File: config.mk
export PLATFORM = sky130hd
export DESIGN_NAME = geffe_lfsr_stream_cipher_top
export DESIGN_NICKNAME = d
export VERILOG_FILES = /design/src/sv/geffe_pkg.sv /design/src/sv/geffe_lfsr_stream_cipher_top.sv
export SDC_FILE = /design/constraint.sdc
export NUM_CORES = 1
export LEC_CHECK = 0
export ABC_AREA = 1
export BUFFER_PORTS_ARGS = -buffer_cell sky130_fd_sc_hd__buf_2
export CAP_MARGIN = 10
export CELL_PAD_IN_SITES_DETAIL_PLACEMENT = 0
export CELL_PAD_IN_SITES_GLOBAL_PLACEMENT = 1
export CORE_MARGIN = 8
export CORE_UTILIZATION = 40
export DETAILED_ROUTE_END_ITERATION = 7
export PLACE_DENSITY = 0.91
export SKIP_LAST_GASP = 1
export SLEW_MARGIN = 25
export SYNTH_ARGS = -nofsm -noshare
export SYNTH_HDL_FRONTEND = slang
export SYNTH_SLANG_ARGS = --single-unit
File: constraint.sdc
create_clock -name i_clk -period 4.2 [get_ports i_clk]
set_clock_uncertainty 0.1 [all_clocks]
set_input_delay 0 -clock i_clk [delete_from_list [all_inputs] [get_ports i_clk]]
set_output_delay 0 -clock i_clk [all_outputs]
set_load 0.02 [all_outputs]
File: src/sv/geffe_pkg.sv
// Package: Geffe cipher constants, LFSR result types and eight-step LFSR functions.
`timescale 1ns / 1ps
`default_nettype none

package geffe_pkg;

    localparam int LEN_ONE   = 26;
    localparam int LEN_TWO   = 34;
    localparam int LEN_THREE = 24;
    localparam int STEPS     = 8;

    localparam int TAP_ONE_A   = 18;
    localparam int TAP_ONE_B   = 19;
    localparam int TAP_TWO_A   = 19;
    localparam int TAP_TWO_B   = 20;
    localparam int TAP_THREE_A = 20;
    localparam int TAP_THREE_B = 21;

    localparam int ADDR_W = 5;
    localparam int DATA_W = 64;

    // Register index codes, taken from paddr[4:3]
    localparam logic [1:0] REG_SEED_ONE   = 2'd0;
    localparam logic [1:0] REG_SEED_TWO   = 2'd1;
    localparam logic [1:0] REG_SEED_THREE = 2'd2;
    localparam logic [1:0] REG_NONE       = 2'd3;

    typedef struct packed {
        logic [LEN_ONE-1:0] state;
        logic [STEPS-1:0]   bits;
    } t_one_res;

    typedef struct packed {
        logic [LEN_TWO-1:0] state;
        logic [STEPS-1:0]   bits;
    } t_two_res;

    typedef struct packed {
        logic [LEN_THREE-1:0] state;
        logic [STEPS-1:0]     bits;
    } t_three_res;

    // Each function advances one register eight times; the first output bit lands in the MSB.
    function automatic t_one_res step_one(input logic [LEN_ONE-1:0] s);
        t_one_res r;
        logic     fb;
        r.state = s;
        r.bits  = '0;
        for (int k = 0; k < STEPS; k++) begin
            r.bits[3'(STEPS - 1 - k)] = r.state[0];
            fb = r.state[0] ^ r.state[TAP_ONE_A] ^ r.state[TAP_ONE_B] ^ r.state[LEN_ONE-1];
            r.state = {fb, r.state[LEN_ONE-1:1]};
        end
        return r;
    endfunction

    function automatic t_two_res step_two(input logic [LEN_TWO-1:0] s);
        t_two_res r;
        logic     fb;
        r.state = s;
        r.bits  = '0;
        for (int k = 0; k < STEPS; k++) begin
            r.bits[3'(STEPS - 1 - k)] = r.state[0];
            fb = r.state[0] ^ r.state[TAP_TWO_A] ^ r.state[TAP_TWO_B] ^ r.state[LEN_TWO-1];
            r.state = {fb, r.state[LEN_TWO-1:1]};
        end
        return r;
    endfunction

    function automatic t_three_res step_three(input logic [LEN_THREE-1:0] s);
        t_three_res r;
        logic       fb;
        r.state = s;
        r.bits  = '0;
        for (int k = 0; k < STEPS; k++) begin
            r.bits[3'(STEPS - 1 - k)] = r.state[0];
            fb = r.state[0] ^ r.state[TAP_THREE_A] ^ r.state[TAP_THREE_B]
                ^ r.state[LEN_THREE-1];
            r.state = {fb, r.state[LEN_THREE-1:1]};
        end
        return r;
    endfunction

endpackage

`default_nettype wire

File: src/sv/geffe_lfsr_stream_cipher_top.sv
// Top level: Geffe combiner byte stream cipher with APB seed registers.
// Latency: a byte accepted at one edge shows its cipher byte at o_out_valid after that edge.
// Throughput: one byte per cycle unless stalled; each LFSR steps eight times combinationally.
// The output register accepts the next byte in the same cycle its result is taken.
// Reset (synchronous, active low): seeds and all three LFSRs go to all ones, output empty.
// Seed writes reach the LFSRs only at the next byte flagged first of message.
`timescale 1ns / 1ps
`default_nettype none

module geffe_lfsr_stream_cipher_top (
    input  wire logic                        i_clk,
    input  wire logic                        i_rst_n,
    // configuration
    input  wire logic                        psel,
    input  wire logic                        penable,
    input  wire logic                        pwrite,
    input  wire logic [geffe_pkg::ADDR_W-1:0] paddr,
    input  wire logic [geffe_pkg::DATA_W-1:0] pwdata,
    output logic      [geffe_pkg::DATA_W-1:0] prdata,
    output logic                             pready,
    // input stream
    input  wire logic                        i_in_valid,
    output logic                             o_in_stall,
    input  wire logic [7:0]                  i_data_byte,
    input  wire logic                        i_first_of_message,
    // output stream
    output logic                             o_out_valid,
    input  wire logic                        i_out_stall,
    output logic      [7:0]                  o_cipher_byte
);

    logic [geffe_pkg::LEN_ONE-1:0]   r_seed_one,  r_one,   n_one,   src_one;
    logic [geffe_pkg::LEN_TWO-1:0]   r_seed_two,  r_two,   n_two,   src_two;
    logic [geffe_pkg::LEN_THREE-1:0] r_seed_three, r_three, n_three, src_three;

    logic                r_out_valid, n_out_valid;
    logic [7:0]          r_out_byte,  n_out_byte;
    logic                in_xfer;
    logic                cfg_wr;
    logic [1:0]          reg_idx;

    geffe_pkg::t_one_res   res_one;
    geffe_pkg::t_two_res   res_two;
    geffe_pkg::t_three_res res_three;
    geffe_pkg::t_one_res   seed_res_one;

    assign pready  = 1'b1;
    assign reg_idx = paddr[4:3];
    assign cfg_wr  = psel && penable && pwrite && pready;

    always_comb begin
        unique case (reg_idx)
            geffe_pkg::REG_SEED_ONE:   prdata = {{(geffe_pkg::DATA_W-geffe_pkg::LEN_ONE){1'b0}},
                                                 r_seed_one};
            geffe_pkg::REG_SEED_TWO:   prdata = {{(geffe_pkg::DATA_W-geffe_pkg::LEN_TWO){1'b0}},
                                                 r_seed_two};
            geffe_pkg::REG_SEED_THREE: prdata = {{(geffe_pkg::DATA_W-geffe_pkg::LEN_THREE){1'b0}},
                                                 r_seed_three};
            geffe_pkg::REG_NONE:       prdata = '0;
        endcase
    end

    always_ff @(posedge i_clk) begin
        if (!i_rst_n) begin
            r_seed_one   <= '1;
            r_seed_two   <= '1;
            r_seed_three <= '1;
        end else if (cfg_wr) begin
            unique case (reg_idx)
                geffe_pkg::REG_SEED_ONE:   r_seed_one   <= pwdata[geffe_pkg::LEN_ONE-1:0];
                geffe_pkg::REG_SEED_TWO:   r_seed_two   <= pwdata[geffe_pkg::LEN_TWO-1:0];
                geffe_pkg::REG_SEED_THREE: r_seed_three <= pwdata[geffe_pkg::LEN_THREE-1:0];
                geffe_pkg::REG_NONE:       ;
            endcase
        end
    end

    // Hold the input only while a finished result is stuck downstream.
    assign o_in_stall = r_out_valid && i_out_stall;
    assign in_xfer    = i_in_valid && !o_in_stall;

    always_comb begin
        // Reload from the seeds before the first byte of a message.
        src_one   = i_first_of_message ? r_seed_one   : r_one;
        src_two   = i_first_of_message ? r_seed_two   : r_two;
        src_three = i_first_of_message ? r_seed_three : r_three;

        res_one   = geffe_pkg::step_one(src_one);
        res_two   = geffe_pkg::step_two(src_two);
        res_three = geffe_pkg::step_three(src_three);

        n_one       = r_one;
        n_two       = r_two;
        n_three     = r_three;
        n_out_byte  = r_out_byte;
        n_out_valid = r_out_valid && i_out_stall;

        if (in_xfer) begin
            n_one       = res_one.state;
            n_two       = res_two.state;
            n_three     = res_three.state;
            n_out_byte  = i_data_byte ^ ((res_one.bits & res_two.bits)
                                        | (~res_one.bits & res_three.bits));
            n_out_valid = 1'b1;
        end
    end

    always_ff @(posedge i_clk) begin
        if (!i_rst_n) begin
            r_one       <= '1;
            r_two       <= '1;
            r_three     <= '1;
            r_out_valid <= 1'b0;
        end else begin
            r_one       <= n_one;
            r_two       <= n_two;
            r_three     <= n_three;
            r_out_valid <= n_out_valid;
        end
    end

    always_ff @(posedge i_clk) begin
        r_out_byte <= n_out_byte;
    end

    assign o_out_valid   = r_out_valid;
    assign o_cipher_byte = r_out_byte;

    assign seed_res_one = geffe_pkg::step_one(r_seed_one);

    a_xfer_fills_out: assert property (@(posedge i_clk) disable iff (!i_rst_n)
        in_xfer |=> o_out_valid)
        else $error("accepted byte produced no result");

    a_empty_never_stalls: assert property (@(posedge i_clk) disable iff (!i_rst_n)
        !o_out_valid |-> !o_in_stall)
        else $error("input stalled with empty output register");

    a_idle_holds_state: assert property (@(posedge i_clk) disable iff (!i_rst_n)
        !in_xfer |=> ($stable(r_one) && $stable(r_two) && $stable(r_three)))
        else $error("LFSR state moved without a transfer");

    a_reload_from_seed: assert property (@(posedge i_clk) disable iff (!i_rst_n)
        (in_xfer && i_first_of_message)
            |=> (r_one == $past(seed_res_one.state)))
        else $error("first register not reloaded from seed");

    a_stalled_result_holds: assert property (@(posedge i_clk) disable iff (!i_rst_n)
        (o_out_valid && i_out_stall) |=> (o_out_valid && $stable(o_cipher_byte)))
        else $error("stalled result changed");

endmodule

`default_nettype wire
==> flow_summary.toml, run 1 <==
[run_status]
status = "complete, no violations"

[yosys]
yosysMostFrequentCell = "nand2_1"
synth_area_sq_um = 8850
synth.top_cell.area_share = 0.382
synthTopCellsByArea = "dfxtp_1, nand2_1, nand3_1"
ys_seq_area_frac = 0.409
synth-edff-count = 8
ys_types = 36
synth-seq-cells = 177
syn_inst = 1248
synth_ff_type = "dfxtp_1"
yosysTopAreaCell = "dfxtp_1"
syn_avg_cell_area_sq_um = 7.09
yosys-top-cells-count = "nand2_1, dfxtp_1, nand3_1, inv_1, o211ai_1"
synth_warnings = 0
synthArstFlopShare = 0

[routing]
vias = 8386
via_per_inst = 5.13
drtAntennaViolNets = 0
drcViolationCount = 0
post_drt_wl_per_cell_um = 17.0
drt_iter0_drc = 909
firstDrtPassIters = 5
routed_wl_mm = 27.7

[global_routing]
grt_overflow = 0
track_usage = 0.207
grt_first_pass_wirelength_mm = 43.3
grt_pass1_vias = 7749
antenna_found_initial = 0
grt_max_degree = 75

[cts]
cts_tree = "yes"
cts_root_buffer = "clkbuf_16"
cts_sinks = 177
clock_latency_ns = 0.44
cts_buffer_depth = 2
cts_resized = 0
numCtsBuffers = 17
clk_pin_slew_ns = 0.07
cts_max_level = 4

[worst_setup_path]
path_common_cell = "nand2_1"
cpMaxStageDelayCell = "xnor2_1"
path_max_fanout = 3
cp_top_family = "simple AND/OR/NAND/NOR gates"
worstSetupPathType = "flip-flop to flip-flop"
cp.buffers_inverters = 1
path_cells = "inv_1 > nand2_1 > o21ai_0 > xnor2_1 > nand2_1 > nand2_1 > nand2_1 > nand2_1 > nand2_1 > nand3b_1 > nand2_2 > nand2_1 > nand3_2 > nand2_1 > nand2_1 > nand3_1 > nand2_1"
crit_arrival_ns = 2.61
end_kind = "flip-flop"
cp-start-kind = "flip-flop"
worst_ep_required_time_ns = 4.43
critical-path-max-stage-delay_ns = 0.41

[power]
ir_drop_mv = 0.273
powerDensity_nw_per_um2 = 423
power_leakage_nw = 5.19

[die]
fp.dieW_um = 165
fp.dieH_um = 165
start_util = 0.407
rows = 54
core_area_sq_um = 21800
die-area_sq_um = 27100
io_pins = 160

[timing]
worst_slew_pin_slew_ns = 0.892
fin_crit_ns = 2.38
fmax_ghz = 0.420
setup_tns_ns = 0
slew_headroom = 0.405
finalCritPeriodShare = 0.567
slew_violations = 0
fin_ws_ns = 1.82
setup_viol = 0
hold_violations = 0
rsz0062_at_grt = "false"

[cells_and_area]
seq_area_sq_um = 3620
drive_above_1_share = 0.127
nets = 1430
fillers = 2219
area_growth_pct = 17.6
n_antenna_cell = 0
multiInputGateArea_sq_um = 4400

[placed_design]
place_hpwl_mm = 19.2
port_buffers = 95
preCtsSetupSlack_ns = 1.48
gp_congestion = 0.877

[hold_path]
min_path_type = "primary input to flip-flop"

[job]
max_cap_violations = 0
[power breakdown]
part           internal (mW)  switching (mW)  leakage [nW]
logic                  0.344           0.638          3.45
clock network          0.841           0.733         0.273
registers               1.80          0.0547          1.47
total                   2.98            1.43          5.19
[sequential cells by signal, indices dropped and copies added (netlist names)]
signal,flops
r_seed_two,34
r_two,34
r_one,26
r_seed_one,26
r_seed_three,24
r_three,24
o_cipher_byte,8
o_out_valid,1
[cell families after synthesis]
family	after synthesis	share of synthesized area
flip-flops	177	0.409
multiplexers	2	0.00240
buffers and inverters	210	0.108
AND/OR/NAND/NOR	625	0.292
other	2	0.000848
AO/OA/AOI/OAI	189	0.139
XOR/XNOR	43	0.0485
[routing by layer]
| layer | vias to the layer above | track usage | part of all wire |
|---|---|---|---|
| li1 | 4176 | - | - |
| met1 | 3837 | 0.292 | 0.46 |
| met2 | 333 | 0.303 | 0.43 |
| met3 | 40 | 0.0421 | 0.082 |
| met4 | 0 | 0.0790 | 0.027 |
| met5 | - | 0 | 0 |
[layout by cell type, fill, tap and decap left out, types with 21 or more instances in the layout]
master,count
o21ai_0,39
nor2_1,21
conb_1,31
dlygate4sd3_1,48
o211ai_1,84
nand2_1,454
dfxtp_1,169
buf_2,94
inv_1,98
nand3_1,128
a21oi_1,46
[area by class of cell]
class / count / share of cell area
multi-input cells: 890 / 0.423
flip-flops and latches: 177 / 0.348
inverters: 102 / 0.0368
clock buffers: 18 / 0.0422
repair buffers: 157 / 0.105
clock inverters: 12 / 0.0123
well taps: 280 / 0.0336
[final timing paths]
path | from | slack (ns) | cells past startpoint | end
setup / recovery | r_seed_two[0] | 1.82 | 17 | r_two[33]
hold / removal | i_first_of_message | 0.10 | 5 | r_three[4]
setup reg to reg | r_seed_two[0] | 1.82 | 17 | r_two[33]
hold reg to reg | r_two[5] | 0.37 | 2 | r_two[5]
[tightest hold or removal path: stages]
cell and delay [ns]:
buf_2 0.10, inv_2 0.21, nand2_1 0.14, o211ai_1 0.08
nand3_1 0.06
[per-stage QoR]
step	hold WS (ns)	instance area, sq um	power (mW)	instances	utilization
2_1_floorplan	-0.00113	8960	2.61	1277	-
3_3_place_gp	0.0775	9370	2.81	1558	0.430
3_5_place_dp	0.0854	9370	2.83	1558	0.430
4_1_cts	0.0962	10400	4.42	1636	0.479
5_1_grt	0.176	10400	4.62	1636	0.479
6_report	0.105	10400	4.41	1636	0.479
[timing repair]
action                                 CTS  global route
setup buffers                            0             0
hold buffers                            48             0
endpoints found under the hold margin  113             0
No activity file was read; power rests on OpenSTA's default activity.
==> run 2: changes to the inputs <==
- clock period: 4.2 -> 2.3 ns (I/O delays scaled with it)
==> run 2 against run 1 <==
  * The run now ends with hold timing left
  * Utilization is 1.4 points higher
  * Count of clock-buffer cells in the layout stayed put
  * Largest power group unchanged
  * First-iteration DRC count is 11% lower
  * Worst hold slack worse by 0.11 ns
  * Highest routed layer unchanged
==> flow_summary.toml, run 2 (synthesis gave the netlist of run 1 again) <==
[global_routing]
grt.busiest_layer = "met2"
grt_first_pass_wirelength_mm = 44.0
antenna_found_initial = 0
grt_use_met3 = 0.0451
met1_usage = 0.288
grt_overflow = 0
grt_max_degree = 129
use_met2 = 0.311
grt_pass1_vias = 8065
track_usage = 0.207

[routing]
routed_wl_mm = 28.1
drcViolationCount = 0
via_per_inst = 5.17
vias = 8578
firstDrtPassIters = 5
drtAntennaViolNets = 0
post_drt_wl_per_cell_um = 16.9
drt_iter0_drc = 810

[cells_and_area]
nets = 1450
seq_area_sq_um = 3630
drive_above_1_share = 0.160
reg.largest.list = "r_seed_two: 34 flops, r_two: 34 flops"
fillers = 2193
final_common_cell = "nand2_1"
final_cell_mix = "nand2_1, dfxtp_1, nand3_1"
fin_area_sq_um = 10700
multiInputGateArea_sq_um = 4470
fin_cells = 1658
utilization = 0.493
n_antenna_cell = 0
area_growth_pct = 21.2

[timing]
hold_violations = 3
slew_violations = 0
setup_viol = 0
setup_tns_ns = 0
rsz0062_at_grt = "true"
fmax_ghz = 0.461
fin_ws_ns = 0.132
slew_headroom = 0.471
worst_slew_pin_slew_ns = 0.792
finalCritPeriodShare = 0.943
hold_slack_ns = -0.00121
fin_crit_ns = 2.17

[die]
rows = 54
die-area_sq_um = 27100
fp.dieW_um = 165
start_util = 0.407
io_pins = 160
fp.dieH_um = 165
core_area_sq_um = 21800

[placed_design]
preCtsSetupSlack_ns = 0.0335
place_area_sq_um = 9590
dpl.cell_count = 1579
place_hpwl_mm = 19.7
gp_congestion = 0.876
port_buffers = 95

[run_status]
failed_checks = "hold timing"
status = "finished with violations"

[worst_setup_path]
end_kind = "flip-flop"
worstSetupPathType = "flip-flop to flip-flop"
r2r_cells = 13
path_cells = "nand2_1 > nand2_1 > xnor2_1 > xor2_2 > inv_1 > nand3_1 > nand3_1 > nand3_1 > nand3_1 > nand2_1 > nand2_1 > nand3_1 > nand2_1"
cp-start-kind = "flip-flop"
worst_ep_required_time_ns = 2.53
path_max_fanout = 3
critical-path-max-stage-delay_ns = 0.43
crit_arrival_ns = 2.40
cpMaxStageDelayCell = "dfxtp_1"

[cts]
clk_pin_slew_ns = 0.08
cts_tree = "yes"
clock_latency_ns = 0.44
cts_sinks = 177
numCtsBuffers = 17
cts_root_buffer = "clkbuf_16"
cts_buffer_depth = 2
cts_max_level = 4

[power]
powerDensity_nw_per_um2 = 770
ir_drop_mv = 0.515
power_leakage_nw = 5.35

[hold_path]
holdPathStages = 3
min_path_type = "primary input to flip-flop"

[job]
max_cap_violations = 0
run 2: routing by layer:
layer	part of all wire	wire length, um
met2	0.43	12200
met4	0.026	720
met3	0.074	2080
met5	0	0
met1	0.47	13100
run 2: cell type report:
cell class	count	area share
timing repair buffer	177	0.120
multi-input combinational	890	0.417
tap	280	0.0327
clock buffer	18	0.0410
inverter	102	0.0357
clock inverter	14	0.0148
sequential	177	0.338
run 2: worst paths after layout:
kind | startpoint | end | slack (ns)
setup / recovery | r_seed_one[22] | r_one[25] | 0.13
hold / removal | i_rst_n | r_two[25] | -0.001
setup reg to reg | r_seed_one[22] | r_one[25] | 0.13
hold reg to reg | r_two[25] | r_two[25] | 0.36
run 2: power breakdown:
part / total [mW] / switching (mW) / internal [mW] / leakage [nW]
clock: 2.94 / 1.45 / 1.49 / 0.291
combinational: 1.93 / 1.21 / 0.718 / 3.60
sequential: 3.39 / 0.110 / 3.28 / 1.47
total: 8.26 / 2.77 / 5.49 / 5.35
run 2: what timing repair did:
item	4_1_cts	5_1_grt
buffers inserted	0	3
gates resized for setup	0	24
hold buffers	44	0
endpoints found under the setup margin	0	10
endpoints found under the hold margin	93	0
run 2: worst max-delay path: cells and delay by family (launching register included):
kind | cells | cell delay [ns]
DFF | 1 | 0.43
and+or+nand+nor | 10 | 0.96
xor gates and xnor gates | 2 | 0.44
buffers and inverters | 1 | 0.12
run 2: metrics by stage:
stage | hold slack, ns | power, mW
2_1_floorplan | -0.00113 | 4.76
3_3_place_gp | 0.0779 | 5.21
3_5_place_dp | 0.0801 | 5.24
4_1_cts | 0.00487 | 8.22
5_1_grt | 0.0445 | 8.68
6_report | -0.00121 | 8.26
